[src/event_throttle_coalescer_assert.svh]
// assertion macros used by the controller
`ifndef EVENT_THROTTLE_COALESCER_ASSERT_SVH
`define EVENT_THROTTLE_COALESCER_ASSERT_SVH

// same-cycle implication
`define ETC_ASSERT_IMP(lbl, ante, cons, msg) \
    lbl: assert property (@(posedge clk) disable iff (!rst_n) (ante) |-> (cons)) \
        else $error(msg);

// next-cycle implication
`define ETC_ASSERT_NXT(lbl, ante, cons, msg) \
    lbl: assert property (@(posedge clk) disable iff (!rst_n) (ante) |=> (cons)) \
        else $error(msg);

`endif

[src/etc_pkg.sv]
package etc_pkg;

    localparam int ETC_DEPTH       = 16;
    localparam int ETC_DATA_W      = 32;
    localparam int ETC_RUNLEN_W    = 5;
    localparam int ETC_TICK_W      = 16;
    localparam int ETC_LIMIT_W     = 5;
    localparam int ETC_CFG_IDX_W   = 2;
    localparam int ETC_CFG_DATA_W  = 16;
    localparam int ETC_OUT_TDATA_W = 40;

    localparam logic [ETC_TICK_W-1:0] ETC_INTERVAL_RST = 16'd1000;

    localparam logic [ETC_CFG_IDX_W-1:0] CFG_INTERVAL = 2'd0;
    localparam logic [ETC_CFG_IDX_W-1:0] CFG_LIMIT    = 2'd1;
    localparam logic [ETC_CFG_IDX_W-1:0] CFG_APPEND   = 2'd2;

    localparam logic KIND_EVENT = 1'b0;
    localparam logic KIND_TICK  = 1'b1;

    typedef enum logic [1:0] {
        ST_IDLE,
        ST_FETCH,
        ST_SHOW
    } etc_state_t;

    typedef struct packed {
        logic accept;
        logic fetch;
        logic advance;
    } etc_cmd_t;

    typedef struct packed {
        logic flush;
        logic last;
    } etc_sts_t;

endpackage

[src/etc_dpath.sv]
module etc_dpath
    import etc_pkg::*;
#(
    parameter int BUFFER_DEPTH = ETC_DEPTH
)
(
    input  logic                      clk,
    input  logic                      rst_n,
    input  etc_cmd_t                  cmd,
    output etc_sts_t                  sts,
    input  logic                      in_kind,
    input  logic [ETC_DATA_W-1:0]     in_data,
    input  logic                      cfg_we,
    input  logic [ETC_CFG_IDX_W-1:0]  cfg_index,
    input  logic [ETC_CFG_DATA_W-1:0] cfg_data,
    output logic [ETC_DATA_W-1:0]     item_value,
    output logic [ETC_RUNLEN_W-1:0]   run_length
);

    localparam int CW   = $clog2(BUFFER_DEPTH + 1);
    localparam int AW   = (BUFFER_DEPTH > 1) ? $clog2(BUFFER_DEPTH) : 1;
    localparam int CMPW = (CW > ETC_LIMIT_W) ? CW : ETC_LIMIT_W;

    logic [ETC_DATA_W-1:0]  mem [BUFFER_DEPTH];

    logic [ETC_TICK_W-1:0]  interval_reg;
    logic [ETC_LIMIT_W-1:0] limit_reg;
    logic                   append_reg;

    logic [CW-1:0]          count_reg, count_next;
    logic [ETC_TICK_W-1:0]  ticks_reg, ticks_next;
    logic                   armed_reg, armed_next;
    logic [AW-1:0]          rd_idx_reg, rd_idx_next;
    logic [CW-1:0]          run_len_reg, run_len_next;
    logic [ETC_DATA_W-1:0]  rd_data_reg;

    logic [ETC_TICK_W-1:0]  ticks_dec;
    logic [CW-1:0]          count_after;
    logic                   wr_en;
    logic [AW-1:0]          wr_addr;
    logic                   flush;
    logic [CW+ETC_RUNLEN_W-1:0] rl_wide;

    // config registers
    always_ff @(posedge clk or negedge rst_n)
    begin
        if (!rst_n)
        begin
            interval_reg <= ETC_INTERVAL_RST;
            limit_reg    <= '0;
            append_reg   <= 1'b0;
        end
        else if (cfg_we)
        begin
            case (cfg_index)
                CFG_INTERVAL: interval_reg <= cfg_data;
                CFG_LIMIT:    limit_reg    <= cfg_data[ETC_LIMIT_W-1:0];
                CFG_APPEND:   append_reg   <= cfg_data[0];
                default:      ;
            endcase
        end
    end

    always_comb
    begin
        ticks_dec    = (ticks_reg != '0) ? ticks_reg - 1'b1 : ticks_reg;
        count_after  = count_reg;
        count_next   = count_reg;
        ticks_next   = ticks_reg;
        armed_next   = armed_reg;
        wr_en        = 1'b0;
        wr_addr      = '0;
        flush        = 1'b0;
        run_len_next = run_len_reg;
        rd_idx_next  = rd_idx_reg;

        if (cmd.accept)
        begin
            if (in_kind == KIND_TICK)
            begin
                ticks_next = ticks_dec;
                if (armed_reg && ticks_dec == '0 && count_reg != '0)
                    flush = 1'b1;
            end
            else
            begin
                wr_en = 1'b1;
                if (!append_reg)
                begin
                    wr_addr     = '0;
                    count_after = CW'(1);
                end
                else if (count_reg < CW'(BUFFER_DEPTH))
                begin
                    wr_addr     = count_reg[AW-1:0];
                    count_after = count_reg + 1'b1;
                end
                else
                begin
                    // full buffer: newest word overwrites the tail
                    wr_addr     = AW'(BUFFER_DEPTH - 1);
                    count_after = count_reg;
                end
                count_next = count_after;
                if (ticks_reg == '0)
                    flush = 1'b1;
                else
                begin
                    armed_next = 1'b1;
                    if (append_reg &&
                        ((limit_reg != '0 && CMPW'(count_after) >= CMPW'(limit_reg)) ||
                         count_after >= CW'(BUFFER_DEPTH)))
                        flush = 1'b1;
                end
            end

            if (flush)
            begin
                run_len_next = (in_kind == KIND_TICK) ? count_reg : count_after;
                rd_idx_next  = '0;
                count_next   = '0;
                armed_next   = 1'b0;
                ticks_next   = interval_reg;
            end
        end
        else if (cmd.advance)
            rd_idx_next = rd_idx_reg + 1'b1;
    end

    always_ff @(posedge clk or negedge rst_n)
    begin
        if (!rst_n)
        begin
            count_reg   <= '0;
            ticks_reg   <= '0;
            armed_reg   <= 1'b0;
            rd_idx_reg  <= '0;
            run_len_reg <= '0;
        end
        else
        begin
            count_reg   <= count_next;
            ticks_reg   <= ticks_next;
            armed_reg   <= armed_next;
            rd_idx_reg  <= rd_idx_next;
            run_len_reg <= run_len_next;
        end
    end

    // pending store, one write and one registered read port
    always_ff @(posedge clk)
    begin
        if (wr_en)
            mem[wr_addr] <= in_data;
    end

    always_ff @(posedge clk)
    begin
        if (cmd.fetch)
            rd_data_reg <= mem[rd_idx_reg];
    end

    assign rl_wide    = {{ETC_RUNLEN_W{1'b0}}, run_len_reg};
    assign item_value = rd_data_reg;
    assign run_length = rl_wide[ETC_RUNLEN_W-1:0];

    assign sts.flush = flush;
    assign sts.last  = (CW'(rd_idx_reg) + 1'b1) == run_len_reg;

endmodule

[src/etc_ctrl.sv]
`include "event_throttle_coalescer_assert.svh"

module etc_ctrl
    import etc_pkg::*;
(
    input  logic     clk,
    input  logic     rst_n,
    input  logic     in_valid,
    output logic     in_ready,
    output logic     out_valid,
    input  logic     out_ready,
    output etc_cmd_t cmd,
    input  etc_sts_t sts
);

    etc_state_t state_reg, state_next;

    always_ff @(posedge clk or negedge rst_n)
    begin
        if (!rst_n)
            state_reg <= ST_IDLE;
        else
            state_reg <= state_next;
    end

    always_comb
    begin
        state_next  = state_reg;
        in_ready    = 1'b0;
        out_valid   = 1'b0;
        cmd.accept  = 1'b0;
        cmd.fetch   = 1'b0;
        cmd.advance = 1'b0;

        case (state_reg)
            ST_IDLE:
            begin
                in_ready   = 1'b1;
                cmd.accept = in_valid;
                if (in_valid && sts.flush)
                    state_next = ST_FETCH;
            end
            ST_FETCH:
            begin
                cmd.fetch  = 1'b1;
                state_next = ST_SHOW;
            end
            ST_SHOW:
            begin
                out_valid = 1'b1;
                if (out_ready)
                begin
                    if (sts.last)
                        state_next = ST_IDLE;
                    else
                    begin
                        cmd.advance = 1'b1;
                        state_next  = ST_FETCH;
                    end
                end
            end
            default:
                state_next = ST_IDLE;
        endcase
    end

    `ETC_ASSERT_IMP(a_no_in_while_out, out_valid, !in_ready, "input taken during drain")
    `ETC_ASSERT_NXT(a_flush_starts, cmd.accept && sts.flush, state_reg == ST_FETCH, "flush did not start drain")
    `ETC_ASSERT_NXT(a_last_ends, out_valid && out_ready && sts.last, state_reg == ST_IDLE, "drain did not end on last beat")
    `ETC_ASSERT_NXT(a_fetch_shows, cmd.fetch, out_valid, "fetched word not shown")

endmodule

[src/event_throttle_coalescer.sv]
// Event throttle coalescer. Events (s_tuser = 0) and time ticks (s_tuser = 1) arrive on the
// slave stream; each event is held in a pending buffer (latest only, or appended in batch
// mode) and flushed on the master stream as a run of words ending in tlast, at once when no
// interval is running, otherwise on the tick that ends the interval, or early in batch mode
// when the batch limit or a full buffer is reached. Input is held off while a flush drains,
// including any master stall: the pending buffer has a single registered read port, so each
// word is fetched in ST_FETCH, then shown in ST_SHOW. Configuration registers: 0 interval in
// ticks, 1 batch limit, 2 append mode.
module event_throttle_coalescer
    import etc_pkg::*;
#(
    parameter int BUFFER_DEPTH = ETC_DEPTH
)
(
    input  logic                       clk,
    input  logic                       rst_n,
    input  logic                       s_tvalid,
    output logic                       s_tready,
    input  logic [ETC_DATA_W-1:0]      s_tdata,   // event_value
    input  logic                       s_tuser,   // command
    output logic                       m_tvalid,
    input  logic                       m_tready,
    output logic [ETC_OUT_TDATA_W-1:0] m_tdata,   // item_value, run_length, zero pad
    output logic                       m_tlast,
    input  logic                       cfg_valid,
    output logic                       cfg_ready,
    input  logic [ETC_CFG_IDX_W-1:0]   cfg_index,
    input  logic [ETC_CFG_DATA_W-1:0]  cfg_data
);

    etc_cmd_t                cmd;
    etc_sts_t                sts;
    logic [ETC_DATA_W-1:0]   item_value;
    logic [ETC_RUNLEN_W-1:0] run_length;

    assign cfg_ready = 1'b1;

    etc_ctrl u_ctrl (
        .clk       (clk),
        .rst_n     (rst_n),
        .in_valid  (s_tvalid),
        .in_ready  (s_tready),
        .out_valid (m_tvalid),
        .out_ready (m_tready),
        .cmd       (cmd),
        .sts       (sts)
    );

    etc_dpath #(
        .BUFFER_DEPTH (BUFFER_DEPTH)
    ) u_dpath (
        .clk        (clk),
        .rst_n      (rst_n),
        .cmd        (cmd),
        .sts        (sts),
        .in_kind    (s_tuser),
        .in_data    (s_tdata),
        .cfg_we     (cfg_valid),
        .cfg_index  (cfg_index),
        .cfg_data   (cfg_data),
        .item_value (item_value),
        .run_length (run_length)
    );

    assign m_tdata = {{(ETC_OUT_TDATA_W - ETC_DATA_W - ETC_RUNLEN_W){1'b0}},
                      run_length, item_value};
    assign m_tlast = sts.last;

endmodule

[config.mk]
export PLATFORM = sky130hd
export DESIGN_NAME = event_throttle_coalescer
export DESIGN_NICKNAME = d
export VERILOG_FILES = /design/src/etc_pkg.sv /design/src/etc_dpath.sv /design/src/etc_ctrl.sv /design/src/event_throttle_coalescer.sv
export VERILOG_INCLUDE_DIRS = /design/src /design/src/src
export SDC_FILE = /design/constraint.sdc
export NUM_CORES = 1
export LEC_CHECK = 0
export ABC_AREA = 1
export BUFFER_PORTS_ARGS = -buffer_cell sky130_fd_sc_hd__buf_2
export CAP_MARGIN = 20
export CORE_MARGIN = 3
export CORE_UTILIZATION = 60
export DETAILED_ROUTE_END_ITERATION = 12
export PLACE_DENSITY = 0.88
export SYNTH_ARGS = -nofsm -noshare
export SYNTH_HDL_FRONTEND = slang
export SYNTH_SLANG_ARGS = --single-unit
[constraint.sdc]
create_clock -name clk -period 8.4 [get_ports clk]
set_clock_uncertainty 0.05 [all_clocks]
set_input_delay 1.68 -clock clk [delete_from_list [all_inputs] [get_ports clk]]
set_output_delay 1.68 -clock clk [all_outputs]
set_load 0.01 [all_outputs]
# Word level (Yosys, flattened, before mapping)
# Memory sizes are Yosys's and may differ from the RTL's. A register that Yosys moved wholly into a read port is not among the register bits.
# Index checks and enable logic that the tools add are counted.
# W data, S select, Z words.
[classes]
addsub = 4
mul = 0
div_mod_pow = 0
magnitude_cmp = 3
n_eq_ne = 10
n_shift = 0
n_mux = 40
bitwise = 0
n_reduce_logical = 23
[op_table]
columns = ["operator", "n"]
rows = [
  ["$mux W16", 3],
  ["$logic_not A16 Y1", 2],
  ["$mux W5", 6],
  ["$mux W4", 7],
  ["$mux W1", 21],
  ["$reduce_bool A16 Y1", 1],
  ["$sub A16 B1 Y16 const B", 1],
  ["$reduce_and A2 Y1", 7],
  ["$reduce_bool A5 Y1", 2],
  ["$ne A2 B1 Y1 const B", 3],
  ["$pmux W2 S3", 1],
  ["$add A4 B1 Y5 const B", 1],
  ["$add A5 B1 Y5 const B", 1],
  ["$eq A5 B5 Y1", 1],
  ["$ge A5 B5 Y1", 1],
  ["$ge A5 B5 Y1 const B", 1],
  ["$logic_and A1 B1 Y1", 5],
  ["$lt A5 B5 Y1 const B", 1],
  ["$add A4 B1 Y4 const B", 1],
  ["$eq A2 B1 Y1 const B", 2],
  ["$eq A2 B2 Y1 const B", 2],
  ["$logic_not A2 Y1", 2],
  ["$mux W2", 2],
  ["$ne A2 B2 Y1 const B", 2],
  ["other kinds (3)", 4],
]
[word_totals]
regBits = 55
latch_bits = 0
mem_bits_rw = 512
romBits = 0
input_bits = 56
out_inout_bits = 44
elab_cells = 90
mem_count = 1
[mem_list]
columns = ["memory", "words", "word_bits", "rd", "rd_clocked_by_memory_dff", "write_ports", "line_no", "rtl"]
rows = [
  ["u_dpath.mem", 16, 32, 1, 1, 1, "etc_dpath.sv:24", "logic [ETC_DATA_W-1:0] mem [BUFFER_DEPTH];"],
]

# Depth between registers and ports, before layout
[logic_depth]
depth_word = 17
ltp_mapped = 20
ltp_nobuf = 20

# Cells and area by module
# Synthesis repeated with hierarchy kept, for this count alone.
[unflattened]
cells_unflattened = 1934
hier_area_um2 = 24029.3
[modules_own_cells]
columns = ["mod", "instances", "cells_each", "area_per_inst_um2"]
rows = [
  ["etc_dpath", 1, 1909, 23865.4],
  ["etc_ctrl", 1, 19, 126.4],
  ["event_throttle_coalescer", 1, 6, 37.5],
]

# Worst setup path after synthesis
# Ideal clock, no wire load.
[synth_timing]
path_type = "in2reg"
from = "input port s_tuser"
to = "memory u_dpath.mem[0][0], enable pin"
arrival_ns = 4.611
slack_ns = 3.277
path_stages = 7
n_path_buf = 1
path_cell_list = "clkbuf_1 > nor2_1 > inv_1 > nor2_1 > inv_1 > a21oi_1 > nor3_1"
[synth_via]
elab_chain_len = 4
elab_cells_between_ends = 6
classes_between = "mux (6)"
[synth_rtl]
columns = ["element", "line_no", "rtl"]
rows = [
  ["start: declaration", "event_throttle_coalescer.sv:20", "input logic s_tuser,"],
  ["$mux W1", "etc_dpath.sv:79", "if (in_kind == KIND_TICK)"],
  ["$mux W1", "etc_dpath.sv:77", "if (cmd.accept)"],
  ["$mux W1", "etc_dpath.sv:153", "if (wr_en)"],
  ["$mux W1 (not written as such)", "etc_dpath.sv:154", "mem[wr_addr] <= in_data;"],
  ["end: declaration", "etc_dpath.sv:24", ""],
]
# Several ways; a longest one is shown, not always the timed one.

# Worst setup path in the final report
[layout_timing]
from = "register u_dpath.rd_idx_reg[2]"
to = "output port m_tlast"
[layout_via]
elab_chain_len = 2
[layout_rtl]
columns = ["element", "line_no", "rtl"]
rows = [
  ["start: declaration", "etc_dpath.sv:33", "logic [AW-1:0] rd_idx_reg, rd_idx_next;"],
  ["start signal: assignment", "etc_dpath.sv:145", "rd_idx_reg <= rd_idx_next;"],
  ["$add A4 B1 Y5", "etc_dpath.sv:168", "assign sts.last = (CW'(rd_idx_reg) + 1'b1) == run_len_reg;"],
  ["$eq A5 B5 Y1", "etc_dpath.sv:168", ""],
  ["end: declaration", "event_throttle_coalescer.sv:24", "output logic m_tlast,"],
]
# No other way between the ends.

==> impl_results.md <==
- H-tree depth reported by CTS: 2
- Startpoint of the lowest-slack register-to-register path: u_dpath.count_reg[0]
- # fillers: 2,508
- Avg Vias per Cell: 6.234
- Estimated wirelength of the detail-placed design: 29,980 um
- Worst-case setup margin in the final layout: 3.864 ns
- Synthesized area: 24,760 um2
- I/O pins: 100
- Number of antenna violations at the first check in global routing: 0
- Biggest area consumer among synthesized cells: sky130_fd_sc_hd__edfxtp_1
- Met3 WL: 4641 um
- HP Start: u_dpath.interval_reg[6]
- Highest-delay cell along the critical path: sky130_fd_sc_hd__buf_4
- Minimum clock period: 4.536 ns
- Number of cells on the worst reg-to-reg path: 19
- Post_cts resized: 0
- Critical path endpoint category: output pin
- Met1 Wirelength: 21,500 um
- Post-place setup slack: 4.136 ns
- Setup_tns: 0 ns
- Topmost layer with routed signal wires: met4
- Number of flip-flops under the largest register name: 512
- Vias in the first global route: 15.75k
- Startpoint types: flop
- Number of post-CTS setup repair buffers: 0
- Register ranked first by flip-flop count: u_dpath.mem
- FFs w/ async S/R, synth: 0.09182
- Core area: 40,280 um2
- Routed wire length: 57,140 um
- Yosys synthesis warning count: 0
- DIE WIDTH: 209.2 um
- Overall track demand over capacity in global routing: 0.2479
- Growth of design area from synthesis to finish: 11.75%
- Drt initial violations: 1,700
- Row cnt: 73
- Critical path, cell by cell: buf_4 -> nand3_1 -> or2_2 -> o21ai_0 -> a211oi_1 -> nand2_1 -> inv_1 -> buf_2
- Number of cells on the worst hold path: 2
- Transition at the pin with the smallest max-transition slack: 1.123 ns
- Vertical die dimension: 209.2 um
- Stage delay of the slowest cell on the critical path: 0.80 ns
- Share of the clock period used by the worst path: 0.5400
- Detailed-route DRC error count: 0
- Worst relative slew slack: 0.2497
- IR Drop Worst-Case VDD: 0.2387 mV
- Final count of pins violating max slew: 0
- Number of distinct library cells after synthesis: 36
- Synthesized area per cell: 12.99 um2
- RSZ-0062 raised after global routing: no
- DP Cell Count: 2,430
- Post-synth top area share: 0.6597
- Minimum setup slack among reg-to-reg paths: 4.87 ns
- Worst setup path class: reg2out
- Cell at the root of the clock tree: sky130_fd_sc_hd__clkbuf_16
- Critical Path RT: 6.67 ns
- Hold Crit Class: reg2reg
- Total chip power: 8.097 mW
- Clock sinks: 599
- Count of inserted antenna diode cells: 0
- Max FO, Critical Path: 85
- Leak pwr: 10.04 nW
- Clock slew at reported path FFs: 0.06 ns
- Cts bufs inserted: 56
- CTS Buffer Depth: 3
- Post-cts hold buffer count: 0
- Peak clock frequency supported by timing: 220.5 MHz
- Number of nets in the finished design: 2,041
- Register Area: 17,730 um2
- Number of synthesized flops with an enable pin: 544
- Clk_lat worst skew: 0.63 ns
- Synthesized instance count: 1,907
- Cell area power density: 292.6 nW/um2
- Signal arrival time at the worst endpoint: 2.81 ns
- Area occupied by multi-input gates: 5941 um2
- # port buffers: 95
- Outcome: finished clean
- Total Die Area: 43,750 um2
- Starting Density: 0.6148
- Share of synthesized area occupied by flip-flops and latches: 0.7155
- Largest net degree at the start of global routing: 194
- Yosys reg bits: 599
- Final weighted congestion of routability-driven global placement: 0.8959
- Wire length of the first global-routing pass: 85,060 um
- Number of antenna-violating nets in the routed design: 0
- Met2 wire length: 29,350 um
- Non-filler cells, final: 2,543
- Biggest area contributors in the synthesized netlist: sky130_fd_sc_hd__edfxtp_1, sky130_fd_sc_hd__mux2i_1, sky130_fd_sc_hd__dfrtp_1
- Per-cell routed wire length: 22.47 um
- Number of maximum-capacitance constraint violations: 0
- Count of endpoints failing hold in the final timing report: 0
- Critical R2R Capture: u_dpath.run_length[4]
- Clock tree from TritonCTS: built
- Hold EP: u_dpath.interval_reg[6]
- Predominant post-synthesis flop cell: sky130_fd_sc_hd__edfxtp_1
- GR Overflow Total: 0
- Via Count: 15.85k
- Setup violation total in the final timing report: 0
- Minimum hold slack: 0.4282 ns
- Share of layout cells above drive strength 1: 0.1224
- Number of optimization iterations in the first detailed-route pass: 6
[power breakdown]
part           leakage (nW)  internal, mW  switching [mW]
clock network         0.839          1.30            1.12
logic                  3.63         0.693            1.33
registers              5.57          3.49           0.179
[cells by family after synthesis]
logic type,share of synthesized area
buffers and inverters,0.04962
XOR/XNOR,0.003891
other,0.0003033
AND/OR/NAND/NOR,0.06841
multiplexers,0.05219
adder cells (fa/ha/maj),0.005053
flip-flops,0.7155
AO/OA/AOI/OAI,0.1050
[synthesized netlist by cell type (10+ instances only)]
cell,n
sky130_fd_sc_hd__nand3_1,102
sky130_fd_sc_hd__buf_2,16
sky130_fd_sc_hd__a21oi_1,145
sky130_fd_sc_hd__o211ai_1,128
sky130_fd_sc_hd__o21ai_1,10
sky130_fd_sc_hd__mux2i_1,128
sky130_fd_sc_hd__dfrtp_1,49
sky130_fd_sc_hd__edfxtp_1,544
sky130_fd_sc_hd__clkbuf_1,80
sky130_fd_sc_hd__nor2_1,76
sky130_fd_sc_hd__inv_1,197
sky130_fd_sc_hd__ha_1,10
sky130_fd_sc_hd__o21ai_0,168
sky130_fd_sc_hd__nand2_1,189
[cell type report]
class,count,share of cell area
Inverter,199,0.02708
Timing Repair Buffer,117,0.03120
Clock inverter,34,0.01053
Sequential cell,599,0.6407
Clock buffer,67,0.05213
Tap cell,525,0.02374
Multi-Input combinational cell,1002,0.2147
[stage by stage]
step	utilization	cell area, um2
final	0.6870	27670
after detailed placement	0.6365	25640
after CTS	0.6796	27370
after global placement	0.6365	25640
after floorplan	-	24770
after global routing	0.6870	27670
[per-layer routing]
metal	track usage	up-vias
met4	0.1065	0
li1	-	7013
met5	0	-
met3	0.03873	154
met1	0.3207	7764
met2	0.4208	921
[worst max-delay path by stage]
stage,start,endpoint,cells past startpoint
finish,u_dpath.rd_idx_reg[2],m_tlast,8
global route,u_dpath.rd_idx_reg[2],m_tlast,8
floorplan,s_tuser,u_dpath.mem[0][0],7
global placement,s_tvalid,u_dpath.mem[6][19],9
CTS,u_dpath.rd_idx_reg[2],m_tlast,8
detailed placement,s_tvalid,u_dpath.mem[7][15],9
[placed cells by master (no fill, tap or decap), drive strengths merged, types with 8 or more instances in the layout]
cell type	synthesis	final
mux2i	128	128
clkinv	0	27
o21ai	178	178
dfrtp	49	49
clkbuf	80	67
ha	10	10
nor2	83	83
o211ai	128	128
nand3	103	103
a21oi	145	145
buf	29	117
xor2	8	8
edfxtp	544	544
inv	199	200
nand2	197	197
[worst max-delay path: cells and delay by family (launching register included)]
family	cells	cell delay, ns
simple gates	3	0.66
flops	1	0.34
compound gates	2	0.19
buf+inv	3	0.97
No activity file was read; power rests on OpenSTA's default activity.
